[config.mk]
export PLATFORM = sky130hd
export DESIGN_NAME = pidtaw_ctrl
export DESIGN_NICKNAME = d
export VERILOG_FILES = /design/src/sv/pidtaw_pkg.sv /design/src/sv/pidtaw_ctrl.sv
export SDC_FILE = /design/constraint.sdc
export NUM_CORES = 1
export LEC_CHECK = 0
export BUFFER_PORTS_ARGS = -buffer_cell sky130_fd_sc_hd__buf_2
export CORE_MARGIN = 2
export CORE_UTILIZATION = 45
export CTS_CLUSTER_SIZE = 8
export DETAILED_ROUTE_END_ITERATION = 7
export GPL_ROUTABILITY_DRIVEN = 0
export PLACE_DENSITY_LB_ADDON = 0.3
export SLEW_MARGIN = 20
export SYNTH_ARGS = -nofsm -noshare
export SYNTH_HDL_FRONTEND = slang
export SYNTH_SLANG_ARGS = --single-unit
[constraint.sdc]
create_clock -name clk -period 1.4 [get_ports clk]
set_input_delay 0.28 -clock clk [delete_from_list [all_inputs] [get_ports clk]]
set_output_delay 0.28 -clock clk [all_outputs]
set_load 0.005 [all_outputs]
[src/sv/pidtaw_pkg.sv]
package pidtaw_pkg;

    localparam int FRAC_BITS_DEF = 16;

    localparam int DATA_W   = 32;
    localparam int PERIOD_W = 20;
    localparam int LIMIT_W  = 30;
    localparam int IDX_W    = 3;
    localparam int ACC_W    = 40;
    localparam int TENT_W   = 42;
    localparam int MUL_W    = 34;
    localparam int PROD_W   = 2 * MUL_W;
    localparam int DIV_W    = 54;
    localparam int SUM_W    = 60;
    localparam int CNT_W    = $clog2(DIV_W + 1);

    // division by 1e6 through a reciprocal: magnitude below 2^51, quotient below 2^33
    localparam int MAG_W     = 51;
    localparam int QUO_W     = 33;
    localparam int REC_LO    = 18;
    localparam int REC_SHIFT = 34;

    localparam logic [PERIOD_W-1:0] US_PER_S  = PERIOD_W'(1000000);
    // floor(2^52 / 1e6)
    localparam logic [QUO_W-1:0]    US_RECIP  = 33'd4503599627;
    localparam longint              LIMIT_MAX = 64'd1073741823;

    localparam logic [IDX_W-1:0] REG_KP     = 3'd0;
    localparam logic [IDX_W-1:0] REG_KI     = 3'd1;
    localparam logic [IDX_W-1:0] REG_KD     = 3'd2;
    localparam logic [IDX_W-1:0] REG_PERIOD = 3'd3;
    localparam logic [IDX_W-1:0] REG_LIMIT  = 3'd4;

    typedef enum logic [2:0] {
        MS_P,
        MS_DIFF,
        MS_D,
        MS_AVG,
        MS_IT,
        MS_IU,
        MS_REC,
        MS_QM
    } mul_sel_t;

    typedef struct packed {
        logic     load;
        logic     mul_en;
        mul_sel_t mul_sel;
        logic     div_start;
        logic     wr_p;
        logic     wr_r;
        logic     wr_d;
        logic     wr_mag;
        logic     wr_q;
        logic     wr_tent;
        logic     wr_acc;
        logic     wr_fin;
        logic     wr_clr;
        logic     wr_zero;
    } dp_cmd_t;

    typedef struct packed {
        logic div_busy;
        logic period_zero;
    } dp_stat_t;

    // 1000.0 in fixed point, saturated to the limit register width
    function automatic logic [LIMIT_W-1:0] limit_reset(input int frac);
        longint v;
        v = 64'd1000 << frac;
        if (v > LIMIT_MAX)
        begin
            v = LIMIT_MAX;
        end
        return v[LIMIT_W-1:0];
    endfunction

endpackage

[src/sv/pidtaw_ctrl.sv]
module pidtaw_ctrl
(
    input  logic                  clk,
    input  logic                  rst_n,
    input  logic                  in_valid,
    output logic                  in_ready,
    input  logic                  op,
    output logic                  out_valid,
    input  logic                  out_ready,
    output pidtaw_pkg::dp_cmd_t   cmd,
    input  pidtaw_pkg::dp_stat_t  stat
);

    typedef enum logic [4:0] {
        S_IDLE,
        S_CLR,
        S_ZERO,
        S_MP,
        S_MDIFF,
        S_DSTART1,
        S_DWAIT1,
        S_MD,
        S_MAVG,
        S_MAG,
        S_MREC,
        S_QEST,
        S_QFIX,
        S_MIT,
        S_ACC,
        S_MIU,
        S_FIN
    } state_t;

    state_t state_reg, state_next;
    logic   out_valid_reg, out_valid_next;
    logic   out_free;

    assign in_ready  = (state_reg == S_IDLE);
    assign out_valid = out_valid_reg;
    assign out_free  = !out_valid_reg || out_ready;

    always_comb
    begin
        cmd            = '0;
        cmd.mul_sel    = pidtaw_pkg::MS_P;
        state_next     = state_reg;
        out_valid_next = out_ready ? 1'b0 : out_valid_reg;

        case (state_reg)
            S_IDLE:
            begin
                if (in_valid)
                begin
                    cmd.load = 1'b1;
                    if (op)
                    begin
                        state_next = S_CLR;
                    end
                    else if (stat.period_zero)
                    begin
                        state_next = S_ZERO;
                    end
                    else
                    begin
                        state_next = S_MP;
                    end
                end
            end
            S_CLR:
            begin
                if (out_free)
                begin
                    cmd.wr_clr     = 1'b1;
                    out_valid_next = 1'b1;
                    state_next     = S_IDLE;
                end
            end
            S_ZERO:
            begin
                if (out_free)
                begin
                    cmd.wr_zero    = 1'b1;
                    out_valid_next = 1'b1;
                    state_next     = S_IDLE;
                end
            end
            S_MP:
            begin
                cmd.mul_en  = 1'b1;
                cmd.mul_sel = pidtaw_pkg::MS_P;
                state_next  = S_MDIFF;
            end
            S_MDIFF:
            begin
                cmd.wr_p    = 1'b1;
                cmd.mul_en  = 1'b1;
                cmd.mul_sel = pidtaw_pkg::MS_DIFF;
                state_next  = S_DSTART1;
            end
            S_DSTART1:
            begin
                cmd.div_start = 1'b1;
                state_next    = S_DWAIT1;
            end
            S_DWAIT1:
            begin
                if (!stat.div_busy)
                begin
                    cmd.wr_r   = 1'b1;
                    state_next = S_MD;
                end
            end
            S_MD:
            begin
                cmd.mul_en  = 1'b1;
                cmd.mul_sel = pidtaw_pkg::MS_D;
                state_next  = S_MAVG;
            end
            S_MAVG:
            begin
                cmd.wr_d    = 1'b1;
                cmd.mul_en  = 1'b1;
                cmd.mul_sel = pidtaw_pkg::MS_AVG;
                state_next  = S_MAG;
            end
            S_MAG:
            begin
                cmd.wr_mag = 1'b1;
                state_next = S_MREC;
            end
            S_MREC:
            begin
                cmd.mul_en  = 1'b1;
                cmd.mul_sel = pidtaw_pkg::MS_REC;
                state_next  = S_QEST;
            end
            S_QEST:
            begin
                cmd.wr_q    = 1'b1;
                cmd.mul_en  = 1'b1;
                cmd.mul_sel = pidtaw_pkg::MS_QM;
                state_next  = S_QFIX;
            end
            S_QFIX:
            begin
                cmd.wr_tent = 1'b1;
                state_next  = S_MIT;
            end
            S_MIT:
            begin
                cmd.mul_en  = 1'b1;
                cmd.mul_sel = pidtaw_pkg::MS_IT;
                state_next  = S_ACC;
            end
            S_ACC:
            begin
                cmd.wr_acc = 1'b1;
                state_next = S_MIU;
            end
            S_MIU:
            begin
                cmd.mul_en  = 1'b1;
                cmd.mul_sel = pidtaw_pkg::MS_IU;
                state_next  = S_FIN;
            end
            S_FIN:
            begin
                if (out_free)
                begin
                    cmd.wr_fin     = 1'b1;
                    out_valid_next = 1'b1;
                    state_next     = S_IDLE;
                end
            end
            default:
            begin
                state_next = S_IDLE;
            end
        endcase
    end

    always_ff @(posedge clk or negedge rst_n)
    begin
        if (!rst_n)
        begin
            state_reg     <= S_IDLE;
            out_valid_reg <= 1'b0;
        end
        else
        begin
            state_reg     <= state_next;
            out_valid_reg <= out_valid_next;
        end
    end

endmodule

Word-level counts from Yosys, hierarchy flattened
Index checks and enable logic that the tools add are counted.

storage, ports and cells
  register bits after elaboration = 6

operators by class
  reduce and logical (&&, ||, !) cells = 5
  eq/ne operators = 19
  muxes and demuxes = 25

operators with widths
  operator                                               count
  case mux 5 bit (15 select lines)                       1
  equality test 5 x 4 -> 1 bit, second input constant    8
  case mux 4 bit (8 select lines)                        1
  equality test 5 x 3 -> 1 bit, second input constant    4
  two-way mux 5 bit                                      4
  two-way mux 1 bit                                      19
  equality test 5 x 2 -> 1 bit, second input constant    2
  equality test 5 x 1 -> 1 bit, second input constant    1
  equality test 5 bit, second input constant             1
  logical NOT 5 bit                                      1
  inequality test 2 bit, second input constant           2
  AND reduction 3 bit                                    1
  OR reduction 3 bit                                     1
  inequality test 2 x 1 -> 1 bit, second input constant  1
  logical NOT 1 bit                                      1
  logical OR 1 bit                                       1

Logic depth before layout (Yosys ltp)
Gate-level depths: netlist of the first run.

  depth in word-level cells = 4
  mapped depth = 5

Worst setup path after synthesis of the first run
OpenSTA, ideal clock, no wires.

  path kind = register to output
  from = register state_reg[2]
  to = output port cmd[5] in the netlist's numbering
  path buffers = 1
  arrival time = 1.020 ns
  path slack = 0.100 ns
  data required time = 1.120 ns
  cell stages (with the launch flop) = 4
  cell sequence = dfrtp_1 buf_6 or3b_4 nor2_1

RTL lines
  element                 RTL line            text
  from (decl)             pidtaw_ctrl.sv:34   state_t state_reg, state_next;
  from (signal assigned)  pidtaw_ctrl.sv:191  state_reg <= state_next;
  to (decl)               pidtaw_ctrl.sv:10   output pidtaw_pkg::dp_cmd_t cmd,

==> results of run 1 <==
## cells in the mapped netlist, drive strengths merged, types with 2 or more instances
cell,count
a21oi,5
buf,6
dfrtp,6
nand2,6
nand2b,5
nand3,3
nand3b,2
nor2,13
nor2b,2
nor3,7
nor3b,2
nor4,2
o21ai,4
xor2,2
## how the worst min path moves through the flow
stage / from / to / slack (ns) / cells past startpoint
after detailed placement: rst_n / state_reg[2] / 0.11 / 1
after global placement: rst_n / state_reg[2] / 0.11 / 1
after CTS: op / state_reg[1] / 0.24 / 2
after global routing: op / state_reg[1] / 0.22 / 2
final: op / state_reg[1] / 0.24 / 2
after floorplan: rst_n / out_valid / -0.02 / 0
## cell families after synthesis
kind of cell / synth area share
and+or+nand+nor: 0.4748
buffers and inverters: 0.08192
muxes: 0.01681
AOI/OAI and AO/OA: 0.1302
DFF: 0.2521
xor gates and xnor gates: 0.04413
## metal layers
metal,global-route usage,wire length [microns],part of all wire
met1,0.3102,963,0.37
met2,0.5397,1294,0.50
met3,0.07222,243,0.093
met4,0.1167,110,0.042
met5,0,0,0
## repair_timing
action,4_1_cts,5_1_grt
endpoints found under the hold margin,6,0
setup endpoints to repair,18,18
gates resized for setup,18,17
hold buffers,1,0
setup buffers,7,6
gates cloned,1,0
pin swaps,6,8
## through the flow
step	util	cell area [sq um]	TNS, ns	power, mW	setup slack (ns)
2_1_floorplan	-	595.6	0	1.197	0.1004
3_3_place_gp	0.6617	839.6	-0.08224	1.741	-0.05051
3_5_place_dp	0.6617	839.6	-0.2815	1.778	-0.05473
4_1_cts	0.7761	984.7	-2.985	2.212	-0.2504
5_1_grt	0.8560	1086	-4.889	2.751	-0.4045
6_report	0.8560	1086	-4.164	2.631	-0.3675
## worst max-delay path, cell delays in order (launching register included)
cell	delay (ns)
sky130_fd_sc_hd__dfrtp_2	0.48
sky130_fd_sc_hd__buf_4	0.16
sky130_fd_sc_hd__mux2i_1	0.13
sky130_fd_sc_hd__nor3b_1	0.28
sky130_fd_sc_hd__buf_2	0.18
## power by group
| group | leakage, nW | switching (mW) | internal [mW] | total, mW |
|---|---|---|---|---|
| clock | 0.0138 | 0.0687 | 0.0974 | 0.166 |
| combinational | 0.452 | 0.935 | 1.09 | 2.03 |
| sequential | 0.0694 | 0.177 | 0.261 | 0.438 |
## layout make-up
class,count,area (sq um),area share
clock buffers,3,22.52,0.02074
repair buffers,58,411.6,0.3790
well taps,15,18.77,0.01728
multi-input cells,61,473.0,0.4355
inverters,1,3.754,0.003456
flip-flops and latches,6,156.4,0.1440
==> Flow_metrics.wiki, run 1 <==
{| class="wikitable"
! Metric !! Value
|-
| Result of the run || finished, violations left
|-
| Violated checks || setup timing
|-
| R2R depth || 5
|-
| Detailed-route vias per instance || between 5 and 6
|-
| Sinks on Clock Net || 6
|-
| Total count of max-transition violations in the final report || 0
|-
| Predominant post-synthesis flop cell || sky130_fd_sc_hd__dfrtp_1
|-
| Netlist cell types || 31
|-
| Mapped Avg Cell Area || between 8 and 9 sq um
|-
| Pin slew with the least headroom to its limit || about 0.37 ns
|-
| Static Leak || ~0.54 nW
|-
| Post-Syn Nets || 81
|-
| Share of post-route cells with drive strength above 1 || 0.6977
|-
| Post-route DRC violation count || 0
|-
| HPWL after detailed placement || about 1.3 mm
|-
| Class of the tightest hold or removal check || in -> reg
|-
| Total of flip-flops plus latches after synthesis || 6
|-
| Termination of the worst setup path || cmd[13]
|-
| Via count of the first global-routing pass || about 740
|-
| Initial antenna violation count || 0
|-
| Drt pass-1 iters || 4
|-
| Post-synthesis cell type with the largest combined area || sky130_fd_sc_hd__dfrtp_1
|-
| Proportion of netlist area held by the largest area contributor || 0.2521
|-
| Overall routing resource usage || 0.2924
|-
| Clock buffers created by TritonCTS || 3
|-
| Fillers || 69
|-
| Standard-cell row count || 13
|-
| Layout area overhead || 82.35%
|-
| Largest driver fanout on the critical path || 8
|-
| Max-Slew Margin vs Limit || 0.7535
|-
| Worst ir drop on vdd || about 1.5 mV
|-
| Hold Worst Slack || 0.2410 ns
|-
| Sequential-to-total area share from yosys stat || 0.2521
|-
| Launch instance of the worst register-to-register path || state_reg[2]
|-
| PortBufs || 24
|-
| Top post-synthesis cells by area || sky130_fd_sc_hd__dfrtp_1 (25%), sky130_fd_sc_hd__nor2_1 (8.2%), sky130_fd_sc_hd__nand2b_1 (4.2%)
|-
| Clock Root Buffer || sky130_fd_sc_hd__clkbuf_4
|-
| DRC marker count from the first detailed-route iteration || 27
|-
| Routed vias || between 800 and 900
|-
| Core footprint || ~1300 sq um
|-
| Launch point of the critical path || state_reg[2]
|-
| Power density over cell area || between 2000 and 2500 nW/um^2
|-
| Achievable clock frequency || approximately 0.57 GHz
|-
| Capturing element type of the critical path || output port
|-
| YS warnings || 0
|-
| Antenna-violating nets left || 0
|-
| CP Data Required Time || around 1.1 ns
|-
| Tcrit/Tclk final || 1.262
|-
| Leading cell types in the layout, fill and taps excluded || sky130_fd_sc_hd__buf_2 (24), sky130_fd_sc_hd__buf_4 (24), sky130_fd_sc_hd__nor2_1 (10), sky130_fd_sc_hd__buf_6 (9), sky130_fd_sc_hd__nor3_2 (6)
|-
| Share of flip-flops with an asynchronous set or reset after synthesis || 1.000
|-
| Clk pin slew, worst setup/hold paths || ~0.050 ns
|-
| Cell count after synthesis || 74
|-
| Crit path DAT || approximately 1.5 ns
|-
| Y dimension of the die || between 40 and 50 microns
|-
| Number of placed cells counting well taps || roughly 130
|-
| Cell area after technology mapping || 595.6 sq um
|-
| Endpoint of the worst-slack reg-to-reg timing path || state_reg[0]
|-
| Type of element launching the critical path || register
|-
| Clock skew after layout || around 0.0019 ns
|-
| Cell Count, Final, Fillers Out || around 140
|-
| Count of final setup violators || 18
|-
| Wire length of the first global-routing pass || 3.070 mm
|-
| Number of hold violations in the final report || 0
|-
| Post-layout nets || around 140
|-
| Die X-Extent || just over 40 microns
|-
| Maximum number of buffers from clock root to sink || 2
|-
| Flip-flop count of the largest register, all copies and words added || 5
|-
| Final period demand of the worst path || 1.767 ns
|-
| Antenna fix cells || 0
|-
| GRT Residual Overflow || 0
|-
| Number of max-cap violations || 0
|-
| Smallest setup slack after layout || -0.3675 ns
|-
| Clock latency reported for the late side of the worst-skew pair || between 0.2 and 0.3 ns
|-
| # IOs || 25
|-
| Post-synth EDFFs || 0
|-
| Setup slack of the worst register-to-register path || -0.05 ns
|-
| Pin count of the biggest net entering global routing || 10
|-
| H-Tree Depth || 1
|-
| Die area || 1631 sq um
|-
| RSZ-0062 raised after global routing || yes
|-
| DRT Wirelength || around 2.6 mm
|-
| TritonCTS clock tree || done
|-
| Average routed wire per standard cell || ~18 microns
|-
| Initial core utilization || 0.4694
|-
| Path type of the worst setup path || reg -> out
|}
Power figures use the tool's default switching activity.
==> run 2: changes to the inputs <==
==> constraint.sdc (replaced) <==
create_clock -name clk -period 1.9 [get_ports clk]
set_input_delay 0.38 -clock clk [delete_from_list [all_inputs] [get_ports clk]]
set_output_delay 0.38 -clock clk [all_outputs]
set_load 0.005 [all_outputs]
==> run 2 against run 1 <==
The run now ends clean. Routed wire length shrank 45%. Clock skew grew 0.0016 ns. Utilization shrank 25 points. Die area is the same. Clock-buffer cell count is the same. Worst setup slack gained 0.47 ns. Critical endpoint is now cmd[14]. Highest routed layer is now met3.
==> Flow_metrics.wiki, run 2 (same netlist as run 1, synthesis figures left out) <==
{| class="wikitable"
! Metric !! Value
|-
| Result of the run || finished, final reports clean
|-
| Clk pin slew, worst setup/hold paths || 0.05 ns
|-
| Count of final setup violators || 0
|-
| Y dimension of the die || 40.38 microns
|-
| Drt pass-1 iters || 4
|-
| RSZ-0062 raised after global routing || no
|-
| Overall routing resource usage || 0.2077
|-
| DRC marker count from the first detailed-route iteration || 8
|-
| Final period demand of the worst path || 1.798 ns
|-
| Crit-path cells || buf_4 -> nor2_1 -> nor3_1 -> a211oi_1 -> buf_2
|-
| Worst ir drop on vdd || 0.6885 mV
|-
| Max-Slew Margin vs Limit || 0.8066
|-
| H-Tree Depth || 1
|-
| Crit path DAT || approximately 1.4 ns
|-
| Capturing element type of the critical path || output port
|-
| Worst stage delay on the critical path || 0.44 ns
|-
| Max stage delay cell, worst path || sky130_fd_sc_hd__dfrtp_1
|-
| Pin count of the biggest net entering global routing || 16
|-
| PortBufs || 24
|-
| Total count of max-transition violations in the final report || 0
|-
| Antenna fix cells || 0
|-
| # IOs || 25
|-
| Class of the tightest hold or removal check || in -> reg
|-
| Clock buffers created by TritonCTS || 3
|-
| Via count of the first global-routing pass || approximately 500
|-
| Clock latency reported for the late side of the worst-skew pair || between 0.2 and 0.3 ns
|-
| Crit path buf inv count || 2
|-
| Final cell area excluding filler cells || 772.0 sq um
|-
| DRT Wirelength || about 1.4 mm
|-
| Clock Root Buffer || sky130_fd_sc_hd__clkbuf_4
|-
| Setup tns final || 0 ns
|-
| Core footprint || roughly 1300 sq um
|-
| Wire length of the first global-routing pass || 2.235 mm
|-
| Antenna-violating nets left || 0
|-
| Initial core utilization || 0.4694
|-
| CP Data Required Time || between 1.5 and 2 ns
|-
| Number of max-cap violations || 0
|-
| Sinks on Clock Net || 6
|-
| Setup slack of the worst register-to-register path || a little over 0.4 ns
|-
| Path type of the worst setup path || reg -> out
|-
| Initial antenna violation count || 0
|-
| Standard-cell row count || 13
|-
| Maximum number of buffers from clock root to sink || 2
|-
| Die X-Extent || ~40 microns
|-
| Post-route DRC violation count || 0
|-
| Placed inst area || between 700 and 800 sq um
|-
| Layout area overhead || 29.62%
|-
| Core occupancy in the finished layout || 0.6085
|-
| Flip-flop count of the largest register, all copies and words added || 5
|-
| Pin slew with the least headroom to its limit || approximately 0.29 ns
|-
| Die area || approximately 1600 sq um
|-
| Hold Worst Slack || ~0.34 ns
|-
| Average routed wire per standard cell || between 10 and 15 microns
|-
| Achievable clock frequency || ~0.56 GHz
|-
| Share of post-route cells with drive strength above 1 || 0.4706
|-
| Routed vias || a little over 600
|-
| GRT Residual Overflow || 0
|-
| Number of placed cells counting well taps || 110
|-
| Kind of cell adding the most delay to the critical path || flip-flops
|-
| Type of element launching the critical path || register
|-
| TritonCTS clock tree || done
|-
| Leading cell types in the layout, fill and taps excluded || sky130_fd_sc_hd__buf_2 (24), sky130_fd_sc_hd__nor2_1 (11), sky130_fd_sc_hd__nor3_1 (5), sky130_fd_sc_hd__nand2_1 (5), sky130_fd_sc_hd__buf_4 (5)
|-
| Power density over cell area || ~1600 nW/um^2
|-
| Largest driver fanout on the critical path || 9
|-
| Detailed-route vias per instance || ~5.2
|-
| Static Leak || between 0.3 and 0.4 nW
|-
| Tcrit/Tclk final || 0.9464
|-
| Leading cell type in the layout, fill and taps excluded || sky130_fd_sc_hd__buf_2
|-
| Worst-case setup slack after placement || just under 0.2 ns
|-
| Clock skew after layout || roughly 0.0035 ns
|-
| HPWL after detailed placement || between 1 and 1.5 mm
|-
| Number of hold violations in the final report || 0
|-
| Power after layout || ~1.3 mW
|-
| Post-layout nets || roughly 110
|-
| Smallest setup slack after layout || 0.1019 ns
|-
| Cell Count, Final, Fillers Out || 117
|}
run 2: worst reg2reg max path: stages (launching register included):
cell and delay, ns:
sky130_fd_sc_hd__dfrtp_2 0.46, sky130_fd_sc_hd__clkbuf_2 0.18, sky130_fd_sc_hd__buf_4 0.16, sky130_fd_sc_hd__nor4b_4 0.34, sky130_fd_sc_hd__a21oi_2 0.06, sky130_fd_sc_hd__nor3_2 0.10, sky130_fd_sc_hd__o21ai_1 0.07
run 2: final timing paths:
check	endpoint	cells after the start	start
setup / recovery	cmd[14]	5	state_reg[1]
max in group asynchronous	state_reg[2]	2	rst_n
setup reg to reg	state_reg[0]	6	state_reg[3]
min in group asynchronous	state_reg[3]	2	rst_n
hold / removal	state_reg[1]	2	op
hold reg to reg	state_reg[2]	1	state_reg[4]
run 2: layout make-up:
cell class / instances / area, sq um
clock buffers: 3 / 22.52
flip-flops and latches: 6 / 152.6
repair buffers: 31 / 172.7
fillers: 143 / 496.7
inverters: 1 / 3.754
multi-input cells: 61 / 401.6
well taps: 15 / 18.77
run 2: timing repair:
item,4_1_cts,5_1_grt
hold buffers,1,0
hold endpoints to repair,6,0
resized for setup,3,1
buffers inserted,0,3
endpoints found under the setup margin,9,6
run 2: routing by layer:
metal	up-vias	part of all wire	GRT usage
met5	-	0	0
li1	314	-	-
met1	274	0.47	0.2721
met4	0	0	0.02500
met2	22	0.47	0.3135
met3	0	0.065	0.1000
run 2: report_power, final:
group / switching, mW / internal (mW)
combinational: 0.408 / 0.413
clock: 0.0484 / 0.0716
sequential: 0.131 / 0.187
total: 0.587 / 0.671
==> run 3: changes to the inputs <==
--- a/config.mk
+++ b/config.mk
@@ -12,6 +12,7 @@
 export DETAILED_ROUTE_END_ITERATION = 7
 export GPL_ROUTABILITY_DRIVEN = 0
 export PLACE_DENSITY_LB_ADDON = 0.3
+export SETUP_SLACK_MARGIN = 0.4
 export SLEW_MARGIN = 20
 export SYNTH_ARGS = -nofsm -noshare
 export SYNTH_HDL_FRONTEND = slang
==> run 3 against run 2 <==
Sequential share of layout area shrank 3.1 points. Register-to-register slack gained 0.03 ns. Combinational power grew 39%. Global-route usage grew 1.5 points. Flip-flop and latch count is the same. Total power grew 26%. Critical path type unchanged.
==> Flow_metrics.wiki, run 3 (same netlist as run 1, synthesis figures left out) <==
{| class="wikitable"
! Metric !! Value
|-
| Tcrit/Tclk final || 0.9608
|-
| Crit path buf inv count || 2
|-
| Clock buffers created by TritonCTS || 3
|-
| Initial antenna violation count || 0
|-
| Detailed-route vias per instance || roughly 5.3
|-
| Class of the tightest hold or removal check || in -> reg
|-
| CP Data Required Time || 1.52 ns
|-
| Number of hold violations in the final report || 0
|-
| H-Tree Depth || 1
|-
| Max stage delay cell, worst path || sky130_fd_sc_hd__dfrtp_2
|-
| Power density over cell area || ~1700 nW/um^2
|-
| Pin slew with the least headroom to its limit || approximately 0.29 ns
|-
| Antenna-violating nets left || 0
|-
| Max-Slew Margin vs Limit || 0.8031
|-
| Clock skew after layout || about 0.0018 ns
|-
| RSZ-0062 raised after global routing || yes
|-
| Number of max-cap violations || 0
|-
| Antenna fix cells || 0
|-
| Die X-Extent || 40.38 microns
|-
| Result of the run || finished, final reports clean
|-
| Routed vias || 680
|-
| Y dimension of the die || just over 40 microns
|-
| Capturing element type of the critical path || output port
|-
| DRT Wirelength || 1.714 mm
|-
| Drt pass-1 iters || 4
|-
| Achievable clock frequency || approximately 0.55 GHz
|-
| DRC marker count from the first detailed-route iteration || 10
|-
| Maximum number of buffers from clock root to sink || 2
|-
| Clock latency reported for the late side of the worst-skew pair || approximately 0.25 ns
|-
| Wire length of the first global-routing pass || 2.394 mm
|-
| Final period demand of the worst path || ~1.8 ns
|-
| Kind of cell adding the most delay to the critical path || flip-flops
|-
| HPWL after detailed placement || around 1.0 mm
|-
| Overall routing resource usage || 0.2225
|-
| Standard-cell row count || 13
|-
| Sinks on Clock Net || 6
|-
| PortBufs || 24
|-
| Static Leak || between 0.4 and 0.5 nW
|-
| Flip-flop count of the largest register, all copies and words added || 5
|-
| Die area || between 1500 and 2000 sq um
|-
| Worst ir drop on vdd || around 0.91 mV
|-
| Leading cell type in the layout, fill and taps excluded || sky130_fd_sc_hd__buf_2
|-
| Initial core utilization || 0.4694
|-
| Clk pin slew, worst setup/hold paths || about 0.05 ns
|-
| Crit path DAT || 1.45 ns
|-
| Type of element launching the critical path || register
|-
| Layout area overhead || 57.35%
|-
| Average routed wire per standard cell || ~13 microns
|-
| Largest driver fanout on the critical path || 8
|-
| Crit-path cells || buf_6 -> nor2b_4 -> o21ai_1 -> a21oi_1 -> buf_2
|-
| Worst stage delay on the critical path || 0.48 ns
|-
| Pin count of the biggest net entering global routing || 16
|-
| Core footprint || ~1300 sq um
|-
| Via count of the first global-routing pass || around 530
|-
| Share of post-route cells with drive strength above 1 || 0.6460
|-
| Clock Root Buffer || sky130_fd_sc_hd__clkbuf_4
|-
| # IOs || 25
|-
| Path type of the worst setup path || reg -> out
|-
| Post-route DRC violation count || 0
|-
| Post-layout nets || 122
|-
| Setup tns final || 0 ns
|-
| Hold Worst Slack || between 0.3 and 0.4 ns
|-
| Total count of max-transition violations in the final report || 0
|-
| Leading cell types in the layout, fill and taps excluded || sky130_fd_sc_hd__buf_2 (24), sky130_fd_sc_hd__buf_4 (13), sky130_fd_sc_hd__nor2_1 (10), sky130_fd_sc_hd__nor3_2 (5), sky130_fd_sc_hd__dfrtp_2 (5)
|-
| TritonCTS clock tree || done
|-
| Count of final setup violators || 0
|-
| GRT Residual Overflow || 0
|}
## run 3: cell types whose count changed in the layout (fill, tap and decap cells not counted), sizes merged
cell    before  now
buf         29   41
clkbuf       4    3
## run 3: path summary, 6_finish.rpt
kind	slack, ns	startpoint	depth (start not counted)	end
setup / recovery	0.07	state_reg[3]	5	cmd[11]
hold / removal	0.34	op	2	state_reg[1]
setup reg to reg	0.44	state_reg[2]	6	state_reg[0]
hold reg to reg	0.60	state_reg[4]	2	state_reg[2]
max in group asynchronous	1.26	rst_n	2	state_reg[0]
min in group asynchronous	0.48	rst_n	2	state_reg[3]
## run 3: metrics by stage
stage / cell area, sq um / setup WS (ns) / cells / total power, mW / utilization
2_1_floorplan: 595.6 / 0.5004 / 74 / 0.8821 / -
3_3_place_gp: 711.9 / 0.2450 / 110 / 1.062 / 0.5611
3_5_place_dp: 711.9 / 0.1982 / 110 / 1.076 / 0.5611
4_1_cts: 865.8 / 0.1347 / 124 / 1.419 / 0.6824
5_1_grt: 937.1 / 0.04478 / 128 / 1.703 / 0.7387
6_report: 937.1 / 0.07450 / 128 / 1.581 / 0.7387
## run 3: report_power, final
part           switching [mW]  leakage, nW  internal [mW]
combinational           0.537        0.367          0.601
sequential              0.131       0.0694          0.192
clock                  0.0485       0.0138         0.0716
## run 3: cell type report
type                    instances  area (sq um)
multi-input cells              61         462.9
fillers                       111         331.6
repair buffers                 42         272.8
flip-flops and latches          6         156.4
clock buffers                   3         22.52
well taps                      15         18.77
inverters                       1         3.754
## run 3: metal layers
metal  share of wire  routed length [microns]  global-route usage
met1            0.45                      776              0.2918
met4               0                        0             0.02500
met2            0.47                      812              0.3413
met3           0.073                      125              0.1000
met5               0                        0                   0
## run 3: what timing repair did
item	CTS	global route
hold buffers	1	0
resized for setup	16	10
endpoints found under the hold margin	6	0
endpoints found under the setup margin	17	17
setup buffers	10	4
pin swaps	6	8
